### src/design/utd_pkg.sv
`default_nettype none

package utd_pkg;

    localparam int unsigned QUEUE_DEPTH = 4;
    localparam int unsigned QUEUE_AW    = $clog2(QUEUE_DEPTH);

    localparam logic [31:0] MAX_CODE_POINT = 32'h0010_FFFF;
    localparam logic [15:0] SURR_HI_BASE   = 16'hD7C0;
    localparam logic [15:0] SURR_LO_BASE   = 16'hDC00;
    localparam logic [15:0] CAP_RESET      = 16'hFFFF;

    typedef enum logic [1:0] {
        OC_OK       = 2'd0,
        OC_INVALID  = 2'd1,
        OC_OVERFLOW = 2'd2
    } outcome_t;

    typedef struct packed {
        logic [15:0] utf16_word;
        logic        unit_valid;
        logic        string_done;
        outcome_t    outcome;
    } result_t;

    typedef struct packed {
        logic [1:0] n_res;
        result_t    res0;
        result_t    res1;
    } dec_out_t;

    function automatic logic [2:0] seq_length(input logic [7:0] b);
        logic [2:0] len;
        unique casez (b)
            8'b0???????: len = 3'd1;
            8'b10??????: len = 3'd0;
            8'b110?????: len = 3'd2;
            8'b1110????: len = 3'd3;
            8'b11110???: len = 3'd4;
            8'b111110??: len = 3'd5;
            8'b1111110?: len = 3'd6;
            default:     len = 3'd0;
        endcase
        return len;
    endfunction

    function automatic logic [31:0] magic_sub(input logic [2:0] len);
        logic [31:0] m;
        case (len)
            3'd2:    m = 32'h0000_3080;
            3'd3:    m = 32'h000E_2080;
            3'd4:    m = 32'h03C8_2080;
            3'd5:    m = 32'hFA08_2080;
            3'd6:    m = 32'h8208_2080;
            default: m = 32'h0000_0000;
        endcase
        return m;
    endfunction

    function automatic logic [31:0] shortest_min(input logic [2:0] len);
        logic [31:0] m;
        case (len)
            3'd2:    m = 32'h0000_0080;
            3'd3:    m = 32'h0000_0800;
            3'd4:    m = 32'h0001_0000;
            default: m = 32'hFFFF_FFFF;
        endcase
        return m;
    endfunction

endpackage

`default_nettype wire

### src/design/utd_decode.sv
`default_nettype none

module utd_decode
    import utd_pkg::*;
(
    input  wire logic        clk,
    input  wire logic        rst_n,
    input  wire logic        cfg_we,
    input  wire logic [15:0] cfg_data,
    input  wire logic        step,
    input  wire logic [7:0]  byte_in,
    input  wire logic        last_in,
    output dec_out_t         dec
);

    logic [15:0] cap_reg;
    logic [31:0] acc_reg,  acc_next;
    logic [2:0]  exp_reg,  exp_next;
    logic [2:0]  seen_reg, seen_next;
    logic        bad_reg,  bad_next;
    logic        four_reg, four_next;
    logic [16:0] uw_reg,   uw_next;
    logic        disc_reg, disc_next;

    logic [2:0]  lead_len;
    logic [31:0] acc_shift;
    logic [2:0]  seen_inc;
    logic [31:0] cp;
    logic        do_fail;
    logic        do_clear;
    outcome_t    fail_oc;
    logic [17:0] uw_plus2;

    assign lead_len  = seq_length(byte_in);
    assign acc_shift = {acc_reg[25:0], 6'b0} + {24'b0, byte_in};
    assign seen_inc  = seen_reg + 3'd1;
    assign cp        = acc_shift - magic_sub(exp_reg);
    assign uw_plus2  = {1'b0, uw_reg} + 18'd2;

    always_comb
    begin
        acc_next  = acc_reg;
        exp_next  = exp_reg;
        seen_next = seen_reg;
        bad_next  = bad_reg;
        four_next = four_reg;
        uw_next   = uw_reg;
        disc_next = disc_reg;
        dec       = '0;
        do_fail   = 1'b0;
        do_clear  = 1'b0;
        fail_oc   = OC_OK;

        if (disc_reg)
        begin
            if (last_in)
            begin
                do_clear  = 1'b1;
                disc_next = 1'b0;
            end
        end
        else if (exp_reg == 3'd0)
        begin
            if (uw_reg >= {1'b0, cap_reg})
            begin
                do_fail = 1'b1;
                fail_oc = OC_OVERFLOW;
            end
            else if (lead_len == 3'd0)
            begin
                do_fail = 1'b1;
                fail_oc = OC_INVALID;
            end
            else if (lead_len == 3'd1)
            begin
                dec.n_res                = 2'd1;
                dec.res0.utf16_word      = {8'b0, byte_in};
                dec.res0.unit_valid      = 1'b1;
                dec.res0.string_done     = last_in;
                uw_next                  = uw_reg + 17'd1;
                do_clear                 = last_in;
            end
            else
            begin
                acc_next  = {24'b0, byte_in};
                exp_next  = lead_len;
                seen_next = 3'd1;
                bad_next  = 1'b0;
                four_next = (lead_len == 3'd4);
                if (last_in)
                begin
                    do_fail = 1'b1;
                    fail_oc = OC_INVALID;
                end
            end
        end
        else
        begin
            bad_next  = bad_reg | (byte_in[7:6] != 2'b10);
            acc_next  = acc_shift;
            seen_next = seen_inc;
            if (seen_inc < exp_reg)
            begin
                if (last_in)
                begin
                    do_fail = 1'b1;
                    fail_oc = OC_INVALID;
                end
            end
            else
            begin
                acc_next  = '0;
                exp_next  = '0;
                seen_next = '0;
                if (bad_next || (cp > MAX_CODE_POINT) || (exp_reg >= 3'd5) ||
                    (cp < shortest_min(exp_reg)))
                begin
                    do_fail = 1'b1;
                    fail_oc = OC_INVALID;
                end
                else if (four_reg)
                begin
                    four_next = 1'b0;
                    if (uw_plus2 > {2'b0, cap_reg})
                    begin
                        do_fail = 1'b1;
                        fail_oc = OC_OVERFLOW;
                    end
                    else
                    begin
                        dec.n_res            = 2'd2;
                        dec.res0.utf16_word  = SURR_HI_BASE + {5'b0, cp[20:10]};
                        dec.res0.unit_valid  = 1'b1;
                        dec.res1.utf16_word  = SURR_LO_BASE + {6'b0, cp[9:0]};
                        dec.res1.unit_valid  = 1'b1;
                        dec.res1.string_done = last_in;
                        uw_next              = uw_plus2[16:0];
                        do_clear             = last_in;
                    end
                end
                else
                begin
                    dec.n_res            = 2'd1;
                    dec.res0.utf16_word  = cp[15:0];
                    dec.res0.unit_valid  = 1'b1;
                    dec.res0.string_done = last_in;
                    uw_next              = uw_reg + 17'd1;
                    do_clear             = last_in;
                end
            end
        end

        // error: one done result, then drop bytes up to the end of the string
        if (do_fail)
        begin
            dec.n_res            = 2'd1;
            dec.res0             = '0;
            dec.res0.string_done = 1'b1;
            dec.res0.outcome     = fail_oc;
            do_clear             = 1'b1;
            disc_next            = !last_in;
        end

        if (do_clear)
        begin
            acc_next  = '0;
            exp_next  = '0;
            seen_next = '0;
            bad_next  = 1'b0;
            four_next = 1'b0;
            uw_next   = '0;
        end
    end

    always_ff @(posedge clk or negedge rst_n)
    begin
        if (!rst_n)
        begin
            cap_reg <= CAP_RESET;
        end
        else if (cfg_we)
        begin
            cap_reg <= cfg_data;
        end
    end

    always_ff @(posedge clk or negedge rst_n)
    begin
        if (!rst_n)
        begin
            acc_reg  <= '0;
            exp_reg  <= '0;
            seen_reg <= '0;
            bad_reg  <= 1'b0;
            four_reg <= 1'b0;
            uw_reg   <= '0;
            disc_reg <= 1'b0;
        end
        else if (step)
        begin
            acc_reg  <= acc_next;
            exp_reg  <= exp_next;
            seen_reg <= seen_next;
            bad_reg  <= bad_next;
            four_reg <= four_next;
            uw_reg   <= uw_next;
            disc_reg <= disc_next;
        end
    end

endmodule

`default_nettype wire

### src/design/utf8_to_utf16_decoder.sv
// channel   dir  tdata                tuser                        tlast
// s_axis    in   [7:0] byte_in        -                            last_byte
// m_axis    out  [15:0] utf16_word    [0] unit_valid, [2:1] outcome string_done
// cfg       in   cfg_data [15:0] unit_capacity, written when cfg_we is high
//
// one byte per cycle in while s_tready is high, one result per cycle out while
// m_tready is high; a four-byte sequence gives two results; m_tvalid follows
// an input transaction through the input register, then the four-entry result queue
// reset clears all string state and sets unit_capacity to 65535
// s_tready drops only while a byte waits for room, i.e. while more than two
// results would remain queued after the current output transaction
`default_nettype none

module utf8_to_utf16_decoder
    import utd_pkg::*;
(
    input  wire logic        clk,
    input  wire logic        rst_n,
    input  wire logic        s_tvalid,
    output logic             s_tready,
    input  wire logic [7:0]  s_tdata,   // [7:0] byte_in
    input  wire logic        s_tlast,
    output logic             m_tvalid,
    input  wire logic        m_tready,
    output logic [15:0]      m_tdata,   // [15:0] utf16_word
    output logic [7:0]       m_tuser,   // [0] unit_valid, [2:1] outcome, [7:3] zero
    output logic             m_tlast,
    input  wire logic        cfg_we,
    input  wire logic [15:0] cfg_data
);

    logic                in_vld_reg;
    logic [7:0]          in_byte_reg;
    logic                in_last_reg;

    result_t             q_reg [QUEUE_DEPTH];
    logic [QUEUE_AW-1:0] wr_ptr_reg;
    logic [QUEUE_AW-1:0] rd_ptr_reg;
    logic [QUEUE_AW:0]   cnt_reg, cnt_next;

    logic                pop;
    logic                room;
    logic                consume;
    logic [QUEUE_AW:0]   push_n;
    dec_out_t            dec;
    result_t             head;

    assign pop      = m_tvalid && m_tready;
    assign room     = (cnt_reg <= (QUEUE_AW+1)'(QUEUE_DEPTH - 2)) ||
                      ((cnt_reg == (QUEUE_AW+1)'(QUEUE_DEPTH - 1)) && pop);
    assign consume  = in_vld_reg && room;
    assign s_tready = !in_vld_reg || consume;
    assign push_n   = consume ? (QUEUE_AW+1)'(dec.n_res) : '0;
    assign cnt_next = cnt_reg - (QUEUE_AW+1)'(pop) + push_n;

    utd_decode u_decode (
        .clk      (clk),
        .rst_n    (rst_n),
        .cfg_we   (cfg_we),
        .cfg_data (cfg_data),
        .step     (consume),
        .byte_in  (in_byte_reg),
        .last_in  (in_last_reg),
        .dec      (dec)
    );

    always_ff @(posedge clk or negedge rst_n)
    begin
        if (!rst_n)
        begin
            in_vld_reg <= 1'b0;
        end
        else if (s_tready)
        begin
            in_vld_reg <= s_tvalid;
        end
    end

    always_ff @(posedge clk)
    begin
        if (s_tready && s_tvalid)
        begin
            in_byte_reg <= s_tdata;
            in_last_reg <= s_tlast;
        end
    end

    always_ff @(posedge clk)
    begin
        if (consume && (dec.n_res != 2'd0))
        begin
            q_reg[wr_ptr_reg] <= dec.res0;
        end
        if (consume && (dec.n_res == 2'd2))
        begin
            q_reg[wr_ptr_reg + QUEUE_AW'(1)] <= dec.res1;
        end
    end

    always_ff @(posedge clk or negedge rst_n)
    begin
        if (!rst_n)
        begin
            wr_ptr_reg <= '0;
            rd_ptr_reg <= '0;
            cnt_reg    <= '0;
        end
        else
        begin
            wr_ptr_reg <= wr_ptr_reg + push_n[QUEUE_AW-1:0];
            if (pop)
            begin
                rd_ptr_reg <= rd_ptr_reg + QUEUE_AW'(1);
            end
            cnt_reg <= cnt_next;
        end
    end

    assign head     = q_reg[rd_ptr_reg];
    assign m_tvalid = (cnt_reg != '0);
    assign m_tdata  = head.utf16_word;
    assign m_tuser  = {5'b0, head.outcome, head.unit_valid};
    assign m_tlast  = head.string_done;

endmodule

`default_nettype wire

### config.mk
export PLATFORM = sky130hd
export DESIGN_NAME = utf8_to_utf16_decoder
export DESIGN_NICKNAME = d
export VERILOG_FILES = /design/src/design/utd_pkg.sv /design/src/design/utd_decode.sv /design/src/design/utf8_to_utf16_decoder.sv
export SDC_FILE = /design/constraint.sdc
export NUM_CORES = 1
export LEC_CHECK = 0
export ABC_CLOCK_PERIOD_IN_PS = 8900
export CORE_ASPECT_RATIO = 1.75
export CORE_MARGIN = 2
export CORE_UTILIZATION = 50
export DETAILED_ROUTE_END_ITERATION = 10
export DONT_BUFFER_PORTS = 1
export GPL_ROUTABILITY_DRIVEN = 0
export PLACE_DENSITY = 0.74
export RECOVER_POWER = 50
export SYNTH_ARGS = -nofsm -noshare
export SYNTH_HDL_FRONTEND = slang
export SYNTH_SLANG_ARGS = --single-unit
### constraint.sdc
create_clock -name clk -period 8.9 [get_ports clk]
set_input_delay 0.89 -clock clk [delete_from_list [all_inputs] [get_ports clk]]
set_output_delay 0.89 -clock clk [all_outputs]
set_load 0.02 [all_outputs]
==> impl_summary.txt, run 1 <==
----------------------------------------------------
[STA]
  Share of the clock period used by the worst path ... 0.941
  Achievable frequency ... 119 MHz
  Worst rel slew slack ... 0.288
  Number of setup violations in the final report ... 0
  Slew @ Worst Pin ... 1.06 ns
  Setup repair after global routing missed its margin ... false
  Period minus WS final ... 8.38 ns
  Worst-case setup margin in the final layout ... 0.522 ns
  Max-slew violation count ... 0
  Hold violation count in the final report ... 0
  Setup TNS after final layout ... 0 ns
  Final hold slack ... 0.137 ns
  Worst-case clock skew ... 0.00914 ns

[Routing]
  DRC violation count after routing ... 0
  Routed WL per cell ... 22.2 um
  DR vias/cell ... 6.50
  Total Wirelength ... 34200 um
  Drt first pass iters ... 5
  Via count of the routed design ... 10000
  Starting DRC count in detailed routing ... 947
  Count of antenna-violating nets left after detailed routing ... 0

[Setup path]
  Worst path max stage delay ... 0.69 ns
  Start of the worst register-to-register path ... in_byte_reg[6]
  Crit path launch type ... flop
  Timing startpoint of the critical path ... in_byte_reg[6]
  Arrival time of data at the critical path endpoint ... 8.74 ns
  Crit Path Class ... reg2reg
  Critical Path RT ... 9.27 ns
  Library cell contributing the largest single delay on the critical path ... sky130_fd_sc_hd__or4_1
  Category of the worst setup path capture point ... flop
  CP most frequent cell ... sky130_fd_sc_hd__ha_1
  Critical Path Fanout Max ... 11

[Logic synthesis]
  Total of flip-flops plus latches after synthesis ... 165
  Fraction of registers with async set/reset ... 0.461
  Post-synth top area cell ... sky130_fd_sc_hd__edfxtp_1
  Fraction of synthesized cell area taken by the top area cell type ... 0.193
  Mapped Cells ... 1240
  Cell with the most instances after synthesis ... sky130_fd_sc_hd__nand2_1
  Dominant cells by area after synthesis ... sky130_fd_sc_hd__edfxtp_1 (19%), sky130_fd_sc_hd__dfrtp_1 (13%), sky130_fd_sc_hd__ha_1 (9.2%)
  Cell Area, Synth ... 0.0120 sq mm
  Number of synthesized flops with an enable pin ... 77
  Commonest register cell after synthesis ... sky130_fd_sc_hd__edfxtp_1
  Avg Synthesized Cell Area ... 9.65 sq um
  Commonest cells in the netlist ... sky130_fd_sc_hd__nand2_1 (111), sky130_fd_sc_hd__inv_1 (89), sky130_fd_sc_hd__ha_1 (88), sky130_fd_sc_hd__edfxtp_1 (77), sky130_fd_sc_hd__nor2_1 (64)
  Sequential cell area fraction in the yosys report ... 0.374
  YS warnings ... 0
  Number of distinct library cells after synthesis ... 94

[Cells and area]
  Ratio of cells with drive above 1 in the final layout ... 0.107
  Util after Layout ... 0.544
  Max reg flops ... 80
  Net count, final ... 1343
  Synthesis-to-layout area growth ... 6.50%
  Layout fillers ... 2034

[Placement]
  Detailed Place HPWL ... 26000 um
  Count of input and output buffers ... 0
  Worst Setup Slack post-DPL ... 0.671 ns

[Global routing]
  Wire length of the first global-routing pass ... 54000 um
  Maximum number of pins on one net before global-route repair ... 77
  Aggregate global-route resource usage ... 0.276
  Number of global-route vias before repair ... 10200
  Total gr overflow ... 0
  Initial antenna violation count ... 1

[Clock network]
  Deepest clock path buffer count ... 2
  CTS tree ... built
  # clock sinks ... 165
  Number of buffers added by the clock tree synthesis step ... 17
  CTS Root Buffer Type ... sky130_fd_sc_hd__clkbuf_16
  Clock latency on the worst-skew pair ... 0.45 ns
  Worst-path clk slew ... 0.06 ns
  CTS HTree Levels ... 4

[Floorplan]
  Num rows ... 74
  Ports placed on the boundary ... 57
  Die X-Extent ... 121 um
  Full die area ... 0.0252 sq mm
  Core outline area ... 0.0234 sq mm
  Starting Density ... 0.511
  Die Y-Extent ... 209 um

[Power]
  Power density relative to cell area ... 366 mW/mm^2
  Worst VDD drop ... 0.235 mV
  Cell leakage power ... 5.35 nW
  Total power ... 4.67 mW

[Run status]
  Outcome ... complete, no violations

[Min path]
  Kind of path behind the tightest hold check ... in2async

[Run]
  Max-cap check violation count ... 0

----------------------------------------------------
[path summary, 6_finish.rpt]
kind                                   endpoint  slack [ns]  cells past startpoint
hold / removal             u_decode.acc_reg[13]        0.14                      0
hold reg to reg                     q_reg[0][1]        0.46                      2
setup / recovery                     cnt_reg[2]        0.52                     31
setup reg to reg                     cnt_reg[2]        0.52                     31
max in group asynchronous   u_decode.cap_reg[2]        8.52                      0
min in group clk                    q_reg[0][1]        0.46                      2
[worst max-delay path, delay by kind of cell, from the launching register on]
kind	cells	cell delay [ns]
XOR/XNOR	2	0.42
adder cells (fa/ha/maj)	7	2.14
AO/OA/AOI/OAI	6	1.91
buffers and inverters	5	0.44
AND/OR/NAND/NOR	11	2.90
flip-flops	1	0.47
[cell type report]
cell class                 count  area (sq um)  area share
multi-input combinational    930          6860       0.538
sequential                   165          4470       0.351
clock buffer                  21           440      0.0346
tap                          304           380      0.0299
inverter                      90           338      0.0265
timing repair buffer          19           135      0.0106
clock inverter                11           109     0.00855
antenna                        1          2.50    0.000196
[per-stage QoR]
step | cells | instance area [sq um]
after global routing | 1541 | 12700
after floorplan | 1244 | 12000
after global placement | 1508 | 12200
after detailed placement | 1508 | 12200
final | 1541 | 12700
after CTS | 1540 | 12800
[timing repair]
| item | 4_1_cts | 5_1_grt |
|---|---|---|
| endpoints found under the hold margin | 0 | 0 |
| hold buffers | 0 | 0 |
| resized for setup | 0 | 1 |
| setup endpoints to repair | 0 | 13 |
| buffers inserted | 0 | 0 |
[metal layers]
layer  share of wire  track usage  wire, um
met1            0.35        0.286     11900
met2            0.52        0.475     17800
met3           0.049       0.0510      1690
met4           0.081        0.229      2770
met5               0            0         0
[power by group]
group / switching, mW / internal [mW]
clock: 0.303 / 0.408
sequential: 0.162 / 0.950
combinational: 1.82 / 1.03
total: 2.28 / 2.39
[kinds of logic after synthesis]
logic type	after synthesis	synth area share
adders and majority gates	91	0.0962
xor gates and xnor gates	57	0.0417
and+or+nand+nor	373	0.161
muxes	63	0.0750
DFF	165	0.374
buffers and inverters	149	0.0530
AOI/OAI and AO/OA	341	0.199
other	1	0.000314
[cells in the final DEF (no fill, tap or decap), types with 9 or more instances in the layout]
cell                          n
sky130_fd_sc_hd__ha_1        88
sky130_fd_sc_hd__mux2_2      13
sky130_fd_sc_hd__nor2_1      64
sky130_fd_sc_hd__and3_1      14
sky130_fd_sc_hd__dfxtp_1     12
sky130_fd_sc_hd__o21ai_1     15
sky130_fd_sc_hd__a31oi_1     17
sky130_fd_sc_hd__o21ai_0     56
sky130_fd_sc_hd__nand2_1    111
sky130_fd_sc_hd__nor4_1      10
sky130_fd_sc_hd__buf_4       17
sky130_fd_sc_hd__inv_1       89
sky130_fd_sc_hd__and2_1       9
sky130_fd_sc_hd__edfxtp_1    77
sky130_fd_sc_hd__dfstp_2     16
sky130_fd_sc_hd__xor2_1      21
sky130_fd_sc_hd__o22ai_1     53
sky130_fd_sc_hd__nor3_1      31
sky130_fd_sc_hd__a21o_1      37
sky130_fd_sc_hd__clkbuf_16   17
sky130_fd_sc_hd__nand3_1     43
sky130_fd_sc_hd__a21oi_1     55
sky130_fd_sc_hd__mux4_2      20
sky130_fd_sc_hd__xnor2_1     36
sky130_fd_sc_hd__mux2i_1     30
sky130_fd_sc_hd__nand4_1     23
sky130_fd_sc_hd__dfrtp_1     60
No activity file was read; power rests on OpenSTA's default activity.
==> run 2, diff against run 1 <==
RECOVER_POWER = not set   (was 50)
==> impl_summary.txt, run 2 (synthesis results as in run 1) <==
----------------------------------------------------
[STA]
  Period minus WS final ... 8.40 ns
  Worst rel slew slack ... 0.285
  Setup TNS after final layout ... 0 ns
  Number of setup violations in the final report ... 0
  Share of the clock period used by the worst path ... 0.943
  Slew @ Worst Pin ... 1.07 ns
  Worst-case clock skew ... 0.00943 ns
  Hold violation count in the final report ... 0
  Achievable frequency ... 119 MHz
  Max-slew violation count ... 0
  Setup repair after global routing missed its margin ... false

[Routing]
  Routed WL per cell ... 22.2 um
  DRC violation count after routing ... 0
  Drt first pass iters ... 6
  Via count of the routed design ... 10000
  Count of antenna-violating nets left after detailed routing ... 0
  Starting DRC count in detailed routing ... 914
  DR vias/cell ... 6.52
  Total Wirelength ... 34200 um

[Cells and area]
  Max reg flops ... 80
  Net count, final ... 1343
  Commonest non-fill, non-tap cells in the layout ... sky130_fd_sc_hd__nand2_1 (111), sky130_fd_sc_hd__inv_1 (89), sky130_fd_sc_hd__ha_1 (88)
  Synthesis-to-layout area growth ... 6.67%
  Ratio of cells with drive above 1 in the final layout ... 0.110
  Most common library cell in the layout ignoring fill and taps ... sky130_fd_sc_hd__nand2_1
  Layout Cell Area excl Fill ... 0.0128 sq mm

[Clock network]
  Cts-stage hold buffer count ... 0
  Postcts setup bufs ... 0
  Number of buffers added by the clock tree synthesis step ... 17
  Clock latency on the worst-skew pair ... 0.45 ns
  Worst-path clk slew ... 0.07 ns
  CTS HTree Levels ... 4
  Deepest clock path buffer count ... 2
  CTS tree ... built
  CTS Root Buffer Type ... sky130_fd_sc_hd__clkbuf_16
  # clock sinks ... 165

[Setup path]
  Reg2Reg Capture Point ... cnt_reg[2]
  Arrival time of data at the critical path endpoint ... 8.77 ns
  Category of the worst setup path capture point ... flop
  Critical Path RT ... 9.27 ns
  Worst setup path endpoint ... cnt_reg[2]
  CP most frequent cell ... sky130_fd_sc_hd__ha_1
  Crit Path Class ... reg2reg
  Crit path launch type ... flop
  Reg2reg setup slack ... 0.50 ns
  Worst path max stage delay ... 0.69 ns
  Library cell contributing the largest single delay on the critical path ... sky130_fd_sc_hd__or4_1
  Number of cell instances on the worst register-to-register path ... 31
  Critical Path Fanout Max ... 11
  Timing startpoint of the critical path ... in_byte_reg[6]
  Start of the worst register-to-register path ... in_byte_reg[6]

[Global routing]
  Initial antenna violation count ... 1
  Maximum number of pins on one net before global-route repair ... 77
  Aggregate global-route resource usage ... 0.276
  Wire length of the first global-routing pass ... 54000 um
  Number of global-route vias before repair ... 10200
  Total gr overflow ... 0

[Floorplan]
  Core outline area ... 0.0234 sq mm
  Full die area ... 0.0252 sq mm
  Die Y-Extent ... 209 um
  Die X-Extent ... 121 um
  Starting Density ... 0.511
  Num rows ... 74
  Ports placed on the boundary ... 57

[Placement]
  Post-Place Cell Area ... 0.0122 sq mm
  Detailed Place HPWL ... 26000 um
  Count of input and output buffers ... 0

[Power]
  Total power ... 4.67 mW
  Worst VDD drop ... 0.232 mV
  Power density relative to cell area ... 366 mW/mm^2
  Cell leakage power ... 5.36 nW

[Run]
  Max-cap check violation count ... 0

[Run status]
  Outcome ... complete, no violations

[Min path]
  Kind of path behind the tightest hold check ... in2async

----------------------------------------------------
-- run 2: final cells by class --
class	count	area (sq um)
inverters	90	338
clock inverters	11	109
multi-input cells	930	6870
repair buffers	19	143
fillers	2029	10700
clock buffers	21	440
diodes	1	2.50
flip-flops and latches	165	4470
well taps	304	380
-- run 2: metrics by stage --
step	worst slack, ns	hold slack [ns]	std cells	util
after CTS	0.660	0.113	1540	0.545
after floorplan	1.46	0.435	1244	-
after detailed placement	0.671	0.458	1508	0.521
after global routing	0.0183	0.122	1541	0.545
after global placement	0.897	0.446	1508	0.521
final	0.503	0.136	1541	0.545
-- run 2: worst max-delay path: cells and delay by family, from the launching register on --
family	cells	cell delay [ns]
adder cells (fa/ha/maj)	7	2.14
AO/OA/AOI/OAI	6	1.93
XOR/XNOR	2	0.41
flip-flops	1	0.47
AND/OR/NAND/NOR	11	2.91
buffers and inverters	5	0.44
-- run 2: power by group --
group,switching [mW],internal (mW),total (mW)
clock network,0.303,0.408,0.711
registers,0.162,0.950,1.11
logic,1.82,1.03,2.85
-- run 2: worst min path at each step --
| stage | end |
|---|---|
| global route | cnt_reg[1] |
| detailed placement | q_reg[0][1] |
| global placement | q_reg[0][1] |
| CTS | u_decode.seen_reg[0] |
| floorplan | q_reg[2][0] |
| finish | u_decode.acc_reg[13] |
-- run 2: repair_timing --
item / 4_1_cts / 5_1_grt
hold endpoints to repair: 0 / 0
gates resized for setup: 0 / 1
endpoints found under the setup margin: 0 / 13
-- run 2: routing by layer --
metal  global-route usage  part of all wire  up-vias
met5                    0                 0        -
met4                0.229             0.081        0
met3               0.0510             0.049      164
met2                0.475              0.52      428
met1                0.286              0.35     4834
li1                     -                 -     4623
==> run 3, diff against run 2 <==
SYNTH_HIERARCHICAL = 1   (was not set)
==> impl_summary.txt, run 3 <==
----------------------------------------------------
[Power]
  Cell leakage power ... 5.54 nW
  Total power ... 4.47 mW
  Power density relative to cell area ... 340 mW/mm^2
  Worst VDD drop ... 0.184 mV

[Logic synthesis]
  Cell with the most instances after synthesis ... sky130_fd_sc_hd__nand2_1
  Total of flip-flops plus latches after synthesis ... 165
  Cell Area, Synth ... 0.0124 sq mm
  YS warnings ... 6
  Avg Synthesized Cell Area ... 10.0 sq um
  Mapped Cells ... 1236
  Commonest cells in the netlist ... sky130_fd_sc_hd__nand2_1 (113), sky130_fd_sc_hd__edfxtp_1 (89), sky130_fd_sc_hd__ha_1 (88), sky130_fd_sc_hd__nor2_1 (84), sky130_fd_sc_hd__o21ai_0 (69)
  Post-synth top area cell ... sky130_fd_sc_hd__edfxtp_1
  Sequential cell area fraction in the yosys report ... 0.372
  Commonest register cell after synthesis ... sky130_fd_sc_hd__edfxtp_1
  Dominant cells by area after synthesis ... sky130_fd_sc_hd__edfxtp_1 (22%), sky130_fd_sc_hd__dfrtp_1 (12%), sky130_fd_sc_hd__ha_1 (8.9%)
  Number of distinct library cells after synthesis ... 94
  Fraction of synthesized cell area taken by the top area cell type ... 0.216
  Fraction of registers with async set/reset ... 0.461
  Number of synthesized flops with an enable pin ... 89

[Routing]
  Routed WL per cell ... 21.1 um
  Drt first pass iters ... 5
  DRC violation count after routing ... 0
  Via count of the routed design ... 9805
  DR vias/cell ... 6.36
  Count of antenna-violating nets left after detailed routing ... 0
  Total Wirelength ... 32500 um
  Starting DRC count in detailed routing ... 659

[Setup path]
  Crit path launch type ... flop
  Critical Path Fanout Max ... 8
  Critical Path RT ... 9.24 ns
  Library cell contributing the largest single delay on the critical path ... sky130_fd_sc_hd__edfxtp_1
  Start of the worst register-to-register path ... in_byte_reg[7]
  Crit Path Class ... reg2reg
  Reg2reg setup slack ... 0.81 ns
  Worst path max stage delay ... 0.50 ns
  Reg2Reg Capture Point ... cnt_reg[2]
  Category of the worst setup path capture point ... flop
  CP most frequent cell ... sky130_fd_sc_hd__ha_1
  Number of cell instances on the worst register-to-register path ... 32
  Arrival time of data at the critical path endpoint ... 8.44 ns

[Global routing]
  Number of global-route vias before repair ... 9669
  Initial antenna violation count ... 2
  Maximum number of pins on one net before global-route repair ... 77
  Wire length of the first global-routing pass ... 51000 um
  Aggregate global-route resource usage ... 0.256
  Total gr overflow ... 0

[Clock network]
  Clock latency on the worst-skew pair ... 0.46 ns
  Cts repair resizes ... 0
  Cts-stage hold buffer count ... 0
  Deepest clock path buffer count ... 2
  CTS HTree Levels ... 4
  Postcts setup bufs ... 0
  Number of buffers added by the clock tree synthesis step ... 17
  CTS tree ... built
  Worst-path clk slew ... 0.08 ns
  # clock sinks ... 165
  CTS Root Buffer Type ... sky130_fd_sc_hd__clkbuf_16

[Run status]
  Outcome ... complete, no violations

[STA]
  Number of setup violations in the final report ... 0
  Worst rel slew slack ... 0.248
  Hold violation count in the final report ... 0
  Setup repair after global routing missed its margin ... false
  Period minus WS final ... 8.09 ns
  Max-slew violation count ... 0
  Slew @ Worst Pin ... 1.12 ns
  Setup TNS after final layout ... 0 ns
  Achievable frequency ... 124 MHz
  Worst-case clock skew ... 0.0131 ns
  Worst-case setup margin in the final layout ... 0.805 ns
  Share of the clock period used by the worst path ... 0.910

[Cells and area]
  Commonest non-fill, non-tap cells in the layout ... sky130_fd_sc_hd__nand2_1 (113), sky130_fd_sc_hd__edfxtp_1 (89), sky130_fd_sc_hd__ha_1 (88)
  Net count, final ... 1335
  Synthesis-to-layout area growth ... 6.52%
  Max reg flops ... 80
  Most common library cell in the layout ignoring fill and taps ... sky130_fd_sc_hd__nand2_1
  Layout Cell Area excl Fill ... 0.0132 sq mm
  Util after Layout ... 0.539
  Ratio of cells with drive above 1 in the final layout ... 0.154

[Run]
  Max-cap check violation count ... 0

[Floorplan]
  Num rows ... 76
  Core outline area ... 0.0244 sq mm
  Ports placed on the boundary ... 57
  Die X-Extent ... 123 um
  Die Y-Extent ... 212 um
  Full die area ... 0.0260 sq mm
  Starting Density ... 0.506

[Placement]
  Worst Setup Slack post-DPL ... 0.916 ns
  Detailed Place HPWL ... 23800 um
  Post-Place Cell Area ... 0.0126 sq mm
  Count of input and output buffers ... 0

[Min path]
  Kind of path behind the tightest hold check ... in2async

----------------------------------------------------
run 3: cell count changes after synthesis, sizes merged, moves of 7 or more:
cell / change
a21bo: -7
inv: -22
edfxtp: +12
nand3: +11
nor2: +20
nor4: -8
mux2: +69
o22ai: -47
a21o: -10
a31oi: -12
o31ai: +7
a22o: +10
mux2i: -25
dfxtp: -12
run 3: worst max-delay path by stage:
| stage | end | start | depth (start not counted) |
|---|---|---|---|
| 6_report | cnt_reg[2] | in_byte_reg[7] | 32 |
| 5_1_grt | cnt_reg[2] | in_byte_reg[6] | 34 |
| 4_1_cts | cnt_reg[2] | in_byte_reg[6] | 34 |
| 3_5_place_dp | cnt_reg[2] | in_byte_reg[6] | 34 |
| 3_3_place_gp | cnt_reg[2] | in_byte_reg[7] | 34 |
| 2_1_floorplan | q_reg[1][0] | in_byte_reg[6] | 30 |
run 3: cells by family (layout without fill, tap and decap cells):
| family | Yosys count | after routing | synth area share |
|---|---|---|---|
| mux | 107 | 107 | 0.125 |
| flops | 165 | 165 | 0.372 |
| buf+inv | 129 | 115 | 0.0482 |
| other cells | 2 | 9 | 0.000608 |
| xor+xnor | 60 | 60 | 0.0425 |
| fa+ha+maj | 90 | 90 | 0.0924 |
| simple gates | 404 | 404 | 0.168 |
| compound gates | 279 | 279 | 0.151 |
run 3: metrics by stage:
step                      hold slack [ns]  std cells
final                               0.125       1541
after CTS                           0.105       1540
after floorplan                     0.453       1242
after global routing                0.102       1540
after global placement              0.476       1508
after detailed placement            0.475       1508
run 3: where the power goes:
part / leakage [nW] / switching [mW] / internal (mW)
logic: 3.48 / 1.61 / 0.964
clock network: 0.285 / 0.366 / 0.379
registers: 1.78 / 0.169 / 0.980
total: 5.54 / 2.15 / 2.32
run 3: layout make-up:
class,instances,area (sq um)
well taps,312,390
clock inverters,15,174
flip-flops and latches,165,4590
clock buffers,17,425
repair buffers,16,120
fillers,2095,11300
multi-input cells,948,7200
diodes,1,2.50
inverters,67,251
run 3: per-layer routing:
metal | share of wire | wire [um] | track usage | vias to the layer above
met5 | 0.00040 | 13 | 0 | -
met4 | 0.063 | 2050 | 0.160 | 2
met3 | 0.050 | 1630 | 0.0431 | 130
met2 | 0.52 | 16900 | 0.458 | 365
met1 | 0.37 | 11900 | 0.274 | 4753
li1 | - | - | - | 4555
run 3: critical path, delay by kind of cell, from the launching register on:
family	cells	cell delay, ns
xor gates and xnor gates	3	0.44
DFF	1	0.50
AOI/OAI and AO/OA	8	2.12
and+or+nand+nor	11	2.84
adders and majority gates	6	1.71
buffers and inverters	4	0.35
